**src/hw/rtl/si2rd_pkg.sv**
```systemverilog
// ----------------------------------------------------------------------------
// Signed integer to radix digits: shared package
// Register map codes, character constants, state and control types.
// ----------------------------------------------------------------------------
package si2rd_pkg;

  localparam logic [1:0] REG_RADIX_SIZE   = 2'd0;
  localparam logic [1:0] REG_SYMBOLS_LOW  = 2'd1;
  localparam logic [1:0] REG_SYMBOLS_HIGH = 2'd2;

  localparam int CFG_ADDR_W = 5;
  localparam int CFG_DATA_W = 64;
  localparam int RADIX_REG_W = 5;
  localparam int SYMBOL_COUNT = 16;
  localparam int DIV_STEP_BITS = 8;

  localparam logic [7:0] CHAR_PLUS  = 8'h2B;
  localparam logic [7:0] CHAR_MINUS = 8'h2D;

  typedef enum logic [1:0] {
    ST_IDLE,
    ST_CHECK,
    ST_DIV,
    ST_EMIT
  } si2rd_state_t;

  typedef struct packed {
    logic load;
    logic start;
  } si2rd_div_cmd_t;

  typedef struct packed {
    logic done;
    logic quot_zero;
  } si2rd_div_stat_t;

endpackage

```
**src/hw/rtl/si2rd_if.sv**
```systemverilog
// ----------------------------------------------------------------------------
// Signed integer to radix digits: stream interfaces
// Input value channel and output character channel, valid/ready handshake.
// ----------------------------------------------------------------------------
interface si2rd_in_if #(
  parameter int VALUE_BITS = 32
);
  logic                         valid;
  logic                         ready;
  logic signed [VALUE_BITS-1:0] value;

  modport source (output valid, output value, input ready);
  modport sink (input valid, input value, output ready);
endinterface

interface si2rd_out_if;
  logic       valid;
  logic       ready;
  logic [7:0] char_out;
  logic       last_char;

  modport source (output valid, output char_out, output last_char, input ready);
  modport sink (input valid, input char_out, input last_char, output ready);
endinterface

```
**src/hw/rtl/si2rd_divider.sv**
```systemverilog
// ----------------------------------------------------------------------------
// Signed integer to radix digits: iterative digit divider
// Divides the held magnitude by the radix, eight quotient bits per cycle,
// leaving the quotient in place and the remainder as the next digit.
// ----------------------------------------------------------------------------
module si2rd_divider #(
  parameter int VALUE_BITS  = 32,
  parameter int MAX_SYMBOLS = 16
) (
  input  logic                              clk,
  input  logic                              rst_n,
  input  si2rd_pkg::si2rd_div_cmd_t         cmd,
  input  logic [VALUE_BITS-1:0]             load_value,
  input  logic [$clog2(MAX_SYMBOLS):0]      radix,
  output si2rd_pkg::si2rd_div_stat_t        stat,
  output logic [$clog2(MAX_SYMBOLS)-1:0]    digit
);

  localparam int STEP   = si2rd_pkg::DIV_STEP_BITS;
  localparam int DIG_W  = $clog2(MAX_SYMBOLS);
  localparam int NCHUNK = (VALUE_BITS + STEP - 1) / STEP;
  localparam int MAG_W  = NCHUNK * STEP;
  localparam int CNT_W  = $clog2(NCHUNK + 1);

  logic [MAG_W-1:0] mag_r;
  logic [DIG_W-1:0] rem_r;
  logic [CNT_W-1:0] chunk_r;
  logic             busy_r;
  logic             done_r;

  logic [DIG_W-1:0] rem_nxt;
  logic [STEP-1:0]  quot_bits;
  logic [STEP-1:0]  top_bits;
  logic             last_chunk;

  assign top_bits   = mag_r[MAG_W-1 -: STEP];
  assign last_chunk = (chunk_r == CNT_W'(NCHUNK - 1));

  always_comb begin
    logic [DIG_W:0] trial;
    rem_nxt   = rem_r;
    quot_bits = '0;
    for (int k = STEP - 1; k >= 0; k--) begin
      trial = {rem_nxt, top_bits[k]};
      if (trial >= radix) begin
        quot_bits[k] = 1'b1;
        trial        = trial - radix;
      end
      rem_nxt = trial[DIG_W-1:0];
    end
  end

  always_ff @(posedge clk) begin
    if (!rst_n) begin
      busy_r <= 1'b0;
      done_r <= 1'b0;
    end else begin
      done_r <= busy_r && last_chunk;
      if (cmd.start) begin
        busy_r <= 1'b1;
      end else if (busy_r && last_chunk) begin
        busy_r <= 1'b0;
      end
    end
  end

  always_ff @(posedge clk) begin
    if (cmd.load) begin
      mag_r <= MAG_W'(load_value);
    end else if (busy_r) begin
      mag_r <= (mag_r << STEP) | MAG_W'(quot_bits);
    end
    if (cmd.start) begin
      rem_r   <= '0;
      chunk_r <= '0;
    end else if (busy_r) begin
      rem_r   <= rem_nxt;
      chunk_r <= chunk_r + CNT_W'(1);
    end
  end

  assign stat.done      = done_r;
  assign stat.quot_zero = (mag_r == '0);
  assign digit          = rem_r;

endmodule

```
**src/hw/rtl/signed_integer_to_radix_digits.sv**
```systemverilog
// ----------------------------------------------------------------------------
// Signed integer to radix digits: top level
// Converts a signed integer into its text in a configurable radix.
// ----------------------------------------------------------------------------
// Each accepted value is written out as a '-' byte when negative, then one
// alphabet symbol per digit, most significant first, with last_char set on
// the final byte. Nothing is emitted while the alphabet is invalid, which
// includes the state after reset, and such a value is accepted and dropped.
// The input is not ready while a value is being converted. For each digit
// the divider yields eight quotient bits per cycle and then hands the digit
// over to a stack; the stored digits are sent once the quotient is zero,
// and output stalls hold the sending back.
// ----------------------------------------------------------------------------
module signed_integer_to_radix_digits #(
  parameter int VALUE_BITS  = 32,
  parameter int MAX_SYMBOLS = 16
) (
  input  logic                                clk,
  input  logic                                rst_n,
  si2rd_in_if.sink                            in_chan,
  si2rd_out_if.source                         out_chan,
  input  logic                                psel,
  input  logic                                penable,
  input  logic                                pwrite,
  input  logic [si2rd_pkg::CFG_ADDR_W-1:0]    paddr,
  input  logic [si2rd_pkg::CFG_DATA_W-1:0]    pwdata,
  output logic [si2rd_pkg::CFG_DATA_W-1:0]    prdata,
  output logic                                pready
);

  localparam int DIG_W = $clog2(MAX_SYMBOLS);
  localparam int CNT_W = $clog2(VALUE_BITS + 1);
  localparam int RAD_W = si2rd_pkg::RADIX_REG_W;

  logic [RAD_W-1:0]  radix_size_r;
  logic [63:0]       symbols_low_r;
  logic [63:0]       symbols_high_r;
  logic              alphabet_ok_r;
  logic              alphabet_ok;
  logic [si2rd_pkg::SYMBOL_COUNT-1:0][7:0] sym_tab;

  si2rd_pkg::si2rd_state_t state_r, state_nxt;
  logic              neg_r, neg_nxt;
  logic [CNT_W-1:0]  cnt_r, cnt_nxt;
  logic [DIG_W-1:0]  stack_r [VALUE_BITS];
  logic              push, pop;

  logic              out_valid_r, out_valid_nxt;
  logic [7:0]        out_char_r, out_char_nxt;
  logic              out_last_r, out_last_nxt;
  logic              slot_free;

  logic              in_neg;
  logic [VALUE_BITS-1:0] in_mag;

  si2rd_pkg::si2rd_div_cmd_t  div_cmd;
  si2rd_pkg::si2rd_div_stat_t div_stat;
  logic [DIG_W-1:0]           div_digit;

  // Configuration registers.
  always_ff @(posedge clk) begin
    if (!rst_n) begin
      radix_size_r   <= '0;
      symbols_low_r  <= '0;
      symbols_high_r <= '0;
    end else if (psel && penable && pwrite) begin
      unique case (paddr[4:3])
        si2rd_pkg::REG_RADIX_SIZE:   radix_size_r   <= pwdata[RAD_W-1:0];
        si2rd_pkg::REG_SYMBOLS_LOW:  symbols_low_r  <= pwdata;
        si2rd_pkg::REG_SYMBOLS_HIGH: symbols_high_r <= pwdata;
        default: ;
      endcase
    end
  end

  always_comb begin
    unique case (paddr[4:3])
      si2rd_pkg::REG_RADIX_SIZE:   prdata = 64'(radix_size_r);
      si2rd_pkg::REG_SYMBOLS_LOW:  prdata = symbols_low_r;
      si2rd_pkg::REG_SYMBOLS_HIGH: prdata = symbols_high_r;
      default:                     prdata = '0;
    endcase
  end

  assign pready  = 1'b1;
  assign sym_tab = {symbols_high_r, symbols_low_r};

  // Alphabet check, registered behind the configuration registers.
  always_comb begin
    alphabet_ok = (radix_size_r >= RAD_W'(2)) && (radix_size_r <= RAD_W'(MAX_SYMBOLS));
    for (int i = 0; i < si2rd_pkg::SYMBOL_COUNT; i++) begin
      if (RAD_W'(i) < radix_size_r) begin
        if (sym_tab[i] == si2rd_pkg::CHAR_PLUS || sym_tab[i] == si2rd_pkg::CHAR_MINUS) begin
          alphabet_ok = 1'b0;
        end
      end
      for (int j = i + 1; j < si2rd_pkg::SYMBOL_COUNT; j++) begin
        if ((RAD_W'(j) < radix_size_r) && (sym_tab[i] == sym_tab[j])) begin
          alphabet_ok = 1'b0;
        end
      end
    end
  end

  always_ff @(posedge clk) begin
    if (!rst_n) begin
      alphabet_ok_r <= 1'b0;
    end else begin
      alphabet_ok_r <= alphabet_ok;
    end
  end

  assign in_neg = in_chan.value[VALUE_BITS-1];
  assign in_mag = in_neg ? (~$unsigned(in_chan.value) + VALUE_BITS'(1))
                         : $unsigned(in_chan.value);

  si2rd_divider #(
    .VALUE_BITS  (VALUE_BITS),
    .MAX_SYMBOLS (MAX_SYMBOLS)
  ) u_divider (
    .clk        (clk),
    .rst_n      (rst_n),
    .cmd        (div_cmd),
    .load_value (in_mag),
    .radix      (radix_size_r[DIG_W:0]),
    .stat       (div_stat),
    .digit      (div_digit)
  );

  assign in_chan.ready = (state_r == si2rd_pkg::ST_IDLE);
  assign slot_free     = !out_valid_r || out_chan.ready;

  always_ff @(posedge clk) begin
    if (!rst_n) begin
      state_r     <= si2rd_pkg::ST_IDLE;
      out_valid_r <= 1'b0;
    end else begin
      state_r     <= state_nxt;
      out_valid_r <= out_valid_nxt;
    end
  end

  always_ff @(posedge clk) begin
    neg_r      <= neg_nxt;
    cnt_r      <= cnt_nxt;
    out_char_r <= out_char_nxt;
    out_last_r <= out_last_nxt;
    if (push) begin
      stack_r[0] <= div_digit;
      for (int k = 1; k < VALUE_BITS; k++) begin
        stack_r[k] <= stack_r[k-1];
      end
    end else if (pop) begin
      for (int k = 0; k < VALUE_BITS - 1; k++) begin
        stack_r[k] <= stack_r[k+1];
      end
    end
  end

  always_comb begin
    state_nxt     = state_r;
    neg_nxt       = neg_r;
    cnt_nxt       = cnt_r;
    push          = 1'b0;
    pop           = 1'b0;
    div_cmd       = '0;
    out_valid_nxt = out_valid_r && !out_chan.ready;
    out_char_nxt  = out_char_r;
    out_last_nxt  = out_last_r;

    unique case (state_r)
      si2rd_pkg::ST_IDLE: begin
        if (in_chan.valid) begin
          div_cmd.load = 1'b1;
          neg_nxt      = in_neg;
          cnt_nxt      = '0;
          state_nxt    = si2rd_pkg::ST_CHECK;
        end
      end
      si2rd_pkg::ST_CHECK: begin
        if (alphabet_ok_r) begin
          div_cmd.start = 1'b1;
          state_nxt     = si2rd_pkg::ST_DIV;
        end else begin
          state_nxt = si2rd_pkg::ST_IDLE;
        end
      end
      si2rd_pkg::ST_DIV: begin
        if (div_stat.done) begin
          push    = 1'b1;
          cnt_nxt = cnt_r + CNT_W'(1);
          if (div_stat.quot_zero) begin
            state_nxt = si2rd_pkg::ST_EMIT;
          end else begin
            div_cmd.start = 1'b1;
          end
        end
      end
      si2rd_pkg::ST_EMIT: begin
        if (slot_free) begin
          out_valid_nxt = 1'b1;
          if (neg_r) begin
            neg_nxt      = 1'b0;
            out_char_nxt = si2rd_pkg::CHAR_MINUS;
            out_last_nxt = 1'b0;
          end else begin
            pop          = 1'b1;
            cnt_nxt      = cnt_r - CNT_W'(1);
            out_char_nxt = sym_tab[4'(stack_r[0])];
            out_last_nxt = (cnt_r == CNT_W'(1));
            if (cnt_r == CNT_W'(1)) begin
              state_nxt = si2rd_pkg::ST_IDLE;
            end
          end
        end
      end
      default: state_nxt = si2rd_pkg::ST_IDLE;
    endcase
  end

  assign out_chan.valid     = out_valid_r;
  assign out_chan.char_out  = out_char_r;
  assign out_chan.last_char = out_last_r;

endmodule

```
**src/flat_wrapper.sv**
```systemverilog
// flat-port wrapper written by rule: the top's interface ports become plain ports
module signed_integer_to_radix_digits_flat 
#(
  parameter int VALUE_BITS  = 32,
  parameter int MAX_SYMBOLS = 16
)
  (clk, rst_n, psel, penable, pwrite, paddr, pwdata, prdata, pready, in_chan_valid, in_chan_value, in_chan_ready, out_chan_valid, out_chan_char_out, out_chan_last_char, out_chan_ready);
  si2rd_in_if #(.VALUE_BITS(VALUE_BITS)) in_chan_i ();
  si2rd_out_if out_chan_i ();
  input  logic clk;
  input  logic rst_n;
  input  logic psel;
  input  logic penable;
  input  logic pwrite;
  input  logic [si2rd_pkg::CFG_ADDR_W-1:0] paddr;
  input  logic [si2rd_pkg::CFG_DATA_W-1:0] pwdata;
  output logic [si2rd_pkg::CFG_DATA_W-1:0] prdata;
  output logic pready;
  input wire logic [$bits(in_chan_i.valid)-1:0] in_chan_valid;
  input wire logic [$bits(in_chan_i.value)-1:0] in_chan_value;
  output wire logic [$bits(in_chan_i.ready)-1:0] in_chan_ready;
  output wire logic [$bits(out_chan_i.valid)-1:0] out_chan_valid;
  output wire logic [$bits(out_chan_i.char_out)-1:0] out_chan_char_out;
  output wire logic [$bits(out_chan_i.last_char)-1:0] out_chan_last_char;
  input wire logic [$bits(out_chan_i.ready)-1:0] out_chan_ready;
  assign in_chan_i.valid = in_chan_valid;
  assign in_chan_i.value = in_chan_value;
  assign in_chan_ready = in_chan_i.ready;
  assign out_chan_valid = out_chan_i.valid;
  assign out_chan_char_out = out_chan_i.char_out;
  assign out_chan_last_char = out_chan_i.last_char;
  assign out_chan_i.ready = out_chan_ready;
  signed_integer_to_radix_digits #(.VALUE_BITS(VALUE_BITS), .MAX_SYMBOLS(MAX_SYMBOLS)) u_core (.clk(clk), .rst_n(rst_n), .in_chan(in_chan_i), .out_chan(out_chan_i), .psel(psel), .penable(penable), .pwrite(pwrite), .paddr(paddr), .pwdata(pwdata), .prdata(prdata), .pready(pready));
endmodule
```
**config.mk**
```make
export PLATFORM = sky130hd
export DESIGN_NAME = signed_integer_to_radix_digits_flat
export DESIGN_NICKNAME = d
export VERILOG_FILES = /design/src/hw/rtl/si2rd_pkg.sv /design/src/hw/rtl/si2rd_if.sv /design/src/hw/rtl/si2rd_divider.sv /design/src/hw/rtl/signed_integer_to_radix_digits.sv /design/src/flat_wrapper.sv
export SDC_FILE = /design/constraint.sdc
export NUM_CORES = 1
export LEC_CHECK = 0
export BUFFER_PORTS_ARGS = -buffer_cell sky130_fd_sc_hd__clkbuf_2
export CAP_MARGIN = 25
export CORE_MARGIN = 8
export CORE_UTILIZATION = 50
export DETAILED_ROUTE_END_ITERATION = 6
export PLACE_DENSITY = 0.68
export SLEW_MARGIN = 20
export SYNTH_ARGS = -nofsm -noshare
export SYNTH_HDL_FRONTEND = slang
export SYNTH_HIERARCHICAL = 1
export SYNTH_SLANG_ARGS = --single-unit
export TNS_END_PERCENT = 50
```
**constraint.sdc**
```tcl
create_clock -name clk -period 13.5 [get_ports clk]
set_input_delay 2.7 -clock clk [delete_from_list [all_inputs] [get_ports clk]]
set_output_delay 2.7 -clock clk [all_outputs]
set_load 0.05 [all_outputs]
```
==> results.ini, run 1 <==
[timing]
slew_viol_final=0
tns_ns=0
rsz0062_at_grt=false
finalHoldViolCount=0
fmax_mhz=80.2
maxSlewHeadroom=0.313
fin_crit_sh=0.923
worst_pin_slew_ns=1.03
min_period_ns=12.46
setup_violations=0
fin_worst_skew_ns=0.0467

[floorplanning]
rows=89
die_h_um=259
io_pins=184
core_area_um2=58600
start_util=0.503
die_area_um2=66900
die_x_um=259

[yosys]
synth.most_common_cell=xor2_1
synthTopCellsByCount=xor2_1, xnor2_1, nand2_1, clkbuf_1, edfxtp_1
synth_edf_count=176
syn_area_per_cell_um2=9.15
synth_area_leaders=xor2_1, edfxtp_1, xnor2_1
netlist_area_um2=29400
synth_top_cell_area_share=0.187
ys_seq_area_frac=0.279
synthFlopType=edfxtp_1
ys_warn_count=6
synth.distinct_cells=79
synthArstFlopShare=0
synth_cells=3219
synth_top_cell_by_area=xor2_1
ys_ff_latch=322
synth_fp_nets=3385

[clocking]
cts-root-buf=clkbuf_16
clk_pin_slew_ns=0.06
clk_path_buf_depth=3
cts_tree=built
cts-resized-gates=0
clock_sinks=322
clk_latency_ns=0.60
numCtsBuffers=37
htreeDepth=2
cts.hold.buffers_added=0
cts_setup_buffers=0

[run]
cap_violations=0

[worst_setup_path]
cpMostUsedCell=ha_1
worstPathArrival_ns=12.95
worstPathRequired_ns=13.98
worst-setup-path-type=reg2reg
end_kind=flip-flop
crit_path_start_kind=flip-flop
reg2reg_from=u_core/radix_size_r[2]$_SDFFE_PN0P_
ff2ff_path_depth=46
slowest_delay_ns=0.66
r2r_slack_ns=1.04
crit_end=u_core/u_divider/digit[2]$_SDFFE_PP0P_
worstPathMaxFanout=16
cpMaxStageDelayCell=dfxtp_1
critPathLaunch=u_core/radix_size_r[2]$_SDFFE_PN0P_
r2r_end=u_core/u_divider/digit[2]$_SDFFE_PP0P_

[routing]
drtPass1Iterations=7
routed_via_density=6.58
vias=26500
antenna_left=0
avgRoutedWirePerCell_um=28.5
dr.first_iter.drc_count=3442
drt-total-wl_um=115000
route.detailed.drc=0

[placed_design]
io_buffers=179
gp_congestion=1.01
place_inst=3953
hpwl_um=70500

[pwr]
p_int_w=0.00350
vdd_ir_drop_max_mv=0.797
total_power_w=0.00627
power_frac_seq=0.180
switchingPower_w=0.00278
p_leak_nw=15.1
power_frac_comb=0.655
p_clk_frac=0.166
p_sw_frac=0.442
powerDensity_nw_per_um2=194

[grt]
gr-total-overflow=0
grt_pass1_vias=26100
grt_first_pass_wirelength_um=168000
grt_max_degree=134
track_usage=0.329
antenna_found_initial=6

[layout]
syn_to_final_growth_pct=9.62
fin_nets=3385
fin_util=0.551
stdcell_count=4021
drive_gt1_frac=0.193

[run_status]
status=completed

[worst_hold_path]
whs_path_depth=0
hold_class=reg2reg

-- power groups by stage --
stage | clock, W | sequential [W] | combinational [W]
after global routing | 0.00110 | 0.00113 | 0.00430
after detailed placement | 0 | 0.00115 | 0.00404
after floorplan | 0 | 0.00114 | 0.00379
after global placement | 0 | 0.00115 | 0.00401
after CTS | 0.00106 | 0.00113 | 0.00403
final | 0.00104 | 0.00113 | 0.00411
-- cell usage in the layout (no fill, tap or decap), drive strengths merged, types with 23 or more instances in the layout --
master / Yosys / routed
a22o: 62 / 62
xor2: 630 / 630
a21boi: 128 / 128
dfxtp: 146 / 146
nand2: 327 / 327
mux4: 40 / 40
xnor2: 394 / 394
nand4: 123 / 123
o21ai: 38 / 38
clkbuf: 197 / 224
edfxtp: 176 / 176
inv: 41 / 43
nor4: 161 / 161
a21oi: 23 / 23
nor3: 45 / 45
ha: 50 / 50
mux2: 160 / 160
nor2: 47 / 47
buf: 163 / 143
nand3: 29 / 29
-- worst min-delay path by stage --
stage                                          start                               end  slack (ns)
floorplan           u_core/stack_r[0][120]$_DFFE_PP_  u_core/stack_r[0][124]$_DFFE_PP_        0.42
global placement    u_core/stack_r[0][120]$_DFFE_PP_  u_core/stack_r[0][124]$_DFFE_PP_        0.43
detailed placement  u_core/stack_r[0][123]$_DFFE_PP_  u_core/stack_r[0][127]$_DFFE_PP_        0.43
CTS                 u_core/stack_r[0][122]$_DFFE_PP_  u_core/stack_r[0][126]$_DFFE_PP_        0.46
global route        u_core/stack_r[0][123]$_DFFE_PP_  u_core/stack_r[0][127]$_DFFE_PP_        0.48
finish              u_core/stack_r[0][120]$_DFFE_PP_  u_core/stack_r[0][124]$_DFFE_PP_        0.46
-- sequential cells by signal, indices dropped and copies added (netlist names), named ones only --
signal,count
u_core/alphabet_ok_r,1
u_core/cnt_r,6
u_core/neg_r,1
u_core/out_chan.char_out,8
u_core/out_chan.last_char,1
u_core/out_chan.valid,1
u_core/radix_size_r,5
u_core/stack_r,128
u_core/state_r,1
u_core/symbols_high_r,64
u_core/symbols_low_r,64
u_core/u_divider/busy_r,1
u_core/u_divider/chunk_r,3
u_core/u_divider/digit,4
u_core/u_divider/done_r,1
u_core/u_divider/mag_r,32
-- critical path, delay by kind of cell, from the launching register on --
family | cells | cell delay, ns
compound gates | 27 | 6.51
fa+ha+maj | 8 | 2.64
simple gates | 7 | 1.37
mux | 2 | 0.75
flops | 1 | 0.66
buf+inv | 2 | 0.44
-- through the flow --
stage / setup WS (ns) / hold slack, ns / cell area [µm²]
after floorplan: 1.13 / 0.420 / 29400
after global placement: 1.64 / 0.431 / 31000
after detailed placement: 1.25 / 0.435 / 31000
after CTS: 1.19 / 0.459 / 32300
after global routing: 0.0278 / 0.479 / 32300
final: 1.04 / 0.459 / 32300
-- logic make-up (layout without fill, tap and decap cells) --
kind of cell               count (synthesis)  count (layout)  share of synthesized area
DFF                                      322             322                      0.279
other                                      1               2                   0.000127
adders and majority gates                 58              58                     0.0267
xor gates and xnor gates                1024            1024                      0.305
AOI/OAI and AO/OA                        380             380                     0.0968
buffers and inverters                    401             429                     0.0526
muxes                                    219             219                     0.0982
and+or+nand+nor                          814             814                      0.142
-- routing by layer --
metal	up-vias	GRT usage	share of wire
met2	1928	0.486	0.42
met5	-	0	0.00045
met3	583	0.116	0.13
met4	8	0.181	0.062
met1	12800	0.416	0.38
li1	11200	-	-
-- final cells by class --
| class | count | area [µm²] |
|---|---|---|
| inverters | 41 | 154 |
| clock inverters | 21 | 262 |
| clock buffers | 46 | 980 |
| repair buffers | 321 | 1970 |
| multi-input cells | 2496 | 19700 |
| fillers | 5236 | 26300 |
| well taps | 773 | 967 |
| flip-flops and latches | 322 | 8220 |
| diodes | 1 | 2.50 |
Note: power is estimated with default switching activity, not from simulation.
==> run 2: changes to the inputs <==
--- a/config.mk
+++ b/config.mk
@@ -11,9 +11,10 @@
 export CORE_UTILIZATION = 50
 export DETAILED_ROUTE_END_ITERATION = 6
 export PLACE_DENSITY = 0.68
+export RECOVER_POWER = 100
 export SLEW_MARGIN = 20
 export SYNTH_ARGS = -nofsm -noshare
 export SYNTH_HDL_FRONTEND = slang
 export SYNTH_HIERARCHICAL = 1
 export SYNTH_SLANG_ARGS = --single-unit
-export TNS_END_PERCENT = 50
+export TNS_END_PERCENT = 5
==> run 2 against run 1 <==
The flow now finishes with violations (capacitance limit, slew limit); cell count did not move; register-to-register slack got worse by 0.04 ns; flip-flop and latch count did not move; first-iteration DRC count rose by 3.7%; power rose by 0.12%; critical endpoint unchanged; largest power group unchanged; highest routed layer unchanged.
==> results.ini, run 2 (synthesis results as in run 1) <==
[run_status]
status=complete, but fails checks
violations=capacitance limit, slew limit

[placed_design]
gp_congestion=1.01
place_inst=3953
io_buffers=179
hpwl_um=70500

[clocking]
cts-resized-gates=0
clk_pin_slew_ns=0.06
clock_sinks=322
clk_path_buf_depth=3
cts-root-buf=clkbuf_16
cts.hold.buffers_added=0
cts_tree=built
htreeDepth=2
numCtsBuffers=37
cts_setup_buffers=0
clk_latency_ns=0.60

[timing]
worst_pin_slew_ns=3.94
hold_slack_ns=0.459
min_period_ns=12.51
fin_crit_sh=0.926
tns_ns=0
rsz0062_at_grt=false
fin_worst_skew_ns=0.0484
finalHoldViolCount=0
maxSlewHeadroom=-1.62
slew_viol_final=616
setup_violations=0
fmax_mhz=80.0

[worst_setup_path]
end_kind=flip-flop
worstPathArrival_ns=12.99
cp_num_buf_inv=2
cpMaxStageDelayCell=dfxtp_1
worst-setup-path-type=reg2reg
crit_path_start_kind=flip-flop
slowest_delay_ns=0.66
worstPathMaxFanout=16
cp_top_family=compound AO/OA/AOI/OAI gates
cpMostUsedCell=ha_1
worstPathRequired_ns=13.98

[grt]
antenna_found_initial=6
grt_pass1_vias=26100
grt_max_degree=134
track_usage=0.329
gr-total-overflow=0
grt_first_pass_wirelength_um=168000

[pwr]
p_leak_nw=14.7
powerDensity_nw_per_um2=196
total_power_w=0.00628
vdd_ir_drop_max_mv=0.808

[layout]
multi_input_area_um2=19700
largest-register=u_core/stack_r
reg.largest.list=u_core/stack_r: 128 flops, u_core/symbols_high_r: 64 flops, u_core/symbols_low_r: 64 flops
drive_gt1_frac=0.162
fin_util=0.548
ff_latch_area_um2=8220
fillers=5290
syn_to_final_growth_pct=8.94
layout_common_cells=xor2_1, xnor2_1, nand2_1
mostFrequentLayoutCell=xor2_1
fin_nets=3385
largest_register_ffs=128
stdcell_count=4021

[floorplanning]
rows=89
start_util=0.503
io_pins=184
die_h_um=259
core_area_um2=58600
die_x_um=259
die_area_um2=66900

[routing]
drt-total-wl_um=115000
route.detailed.drc=0
routed_via_density=6.59
vias=26500
avgRoutedWirePerCell_um=28.5
drtPass1Iterations=6
antenna_left=0
dr.first_iter.drc_count=3570

[worst_hold_path]
hold_class=reg2reg

[run]
cap_violations=11

## run 2: cell count changes in the layout (fill, tap and decap cells not counted), sizes merged
cell    before  now
buf        143  132
clkbuf     224  235
## run 2: path summary, 6_finish.rpt
path              cells after the start  slack [ns]                                start                                endpoint
hold reg to reg                       0        0.46     u_core/stack_r[0][120]$_DFFE_PP_        u_core/stack_r[0][124]$_DFFE_PP_
setup / recovery                     46        0.99  u_core/radix_size_r[2]$_SDFFE_PN0P_  u_core/u_divider/digit[2]$_SDFFE_PP0P_
hold / removal                        0        0.46     u_core/stack_r[0][120]$_DFFE_PP_        u_core/stack_r[0][124]$_DFFE_PP_
setup reg to reg                     46        0.99  u_core/radix_size_r[2]$_SDFFE_PN0P_  u_core/u_divider/digit[2]$_SDFFE_PP0P_
## run 2: area by class of cell
cell class / count / area share
flip-flops and latches: 322 / 0.256
inverters: 41 / 0.00480
multi-input cells: 2496 / 0.613
repair buffers: 321 / 0.0571
clock buffers: 46 / 0.0305
clock inverters: 21 / 0.00815
well taps: 773 / 0.0301
diodes: 1 / 0.0000780
## run 2: power breakdown
part	internal [W]	leakage (nW)	switching, W
combinational	0.00179	11.3	0.00233
sequential	0.00110	2.79	0.0000259
clock	0.000601	0.614	0.000438
## run 2: per-layer routing
| layer | track usage | wire length [µm] |
|---|---|---|
| met4 | 0.181 | 7080 |
| met1 | 0.416 | 43900 |
| met5 | 0 | 57 |
| met3 | 0.116 | 15300 |
| met2 | 0.486 | 48400 |
## run 2: stage by stage
stage               instance area, µm²  worst slack (ns)
detailed placement               31000              1.25
global placement                 31000              1.64
floorplan                        29400              1.13
finish                           32100             0.994
CTS                              32300              1.19
global route                     32100            0.0256
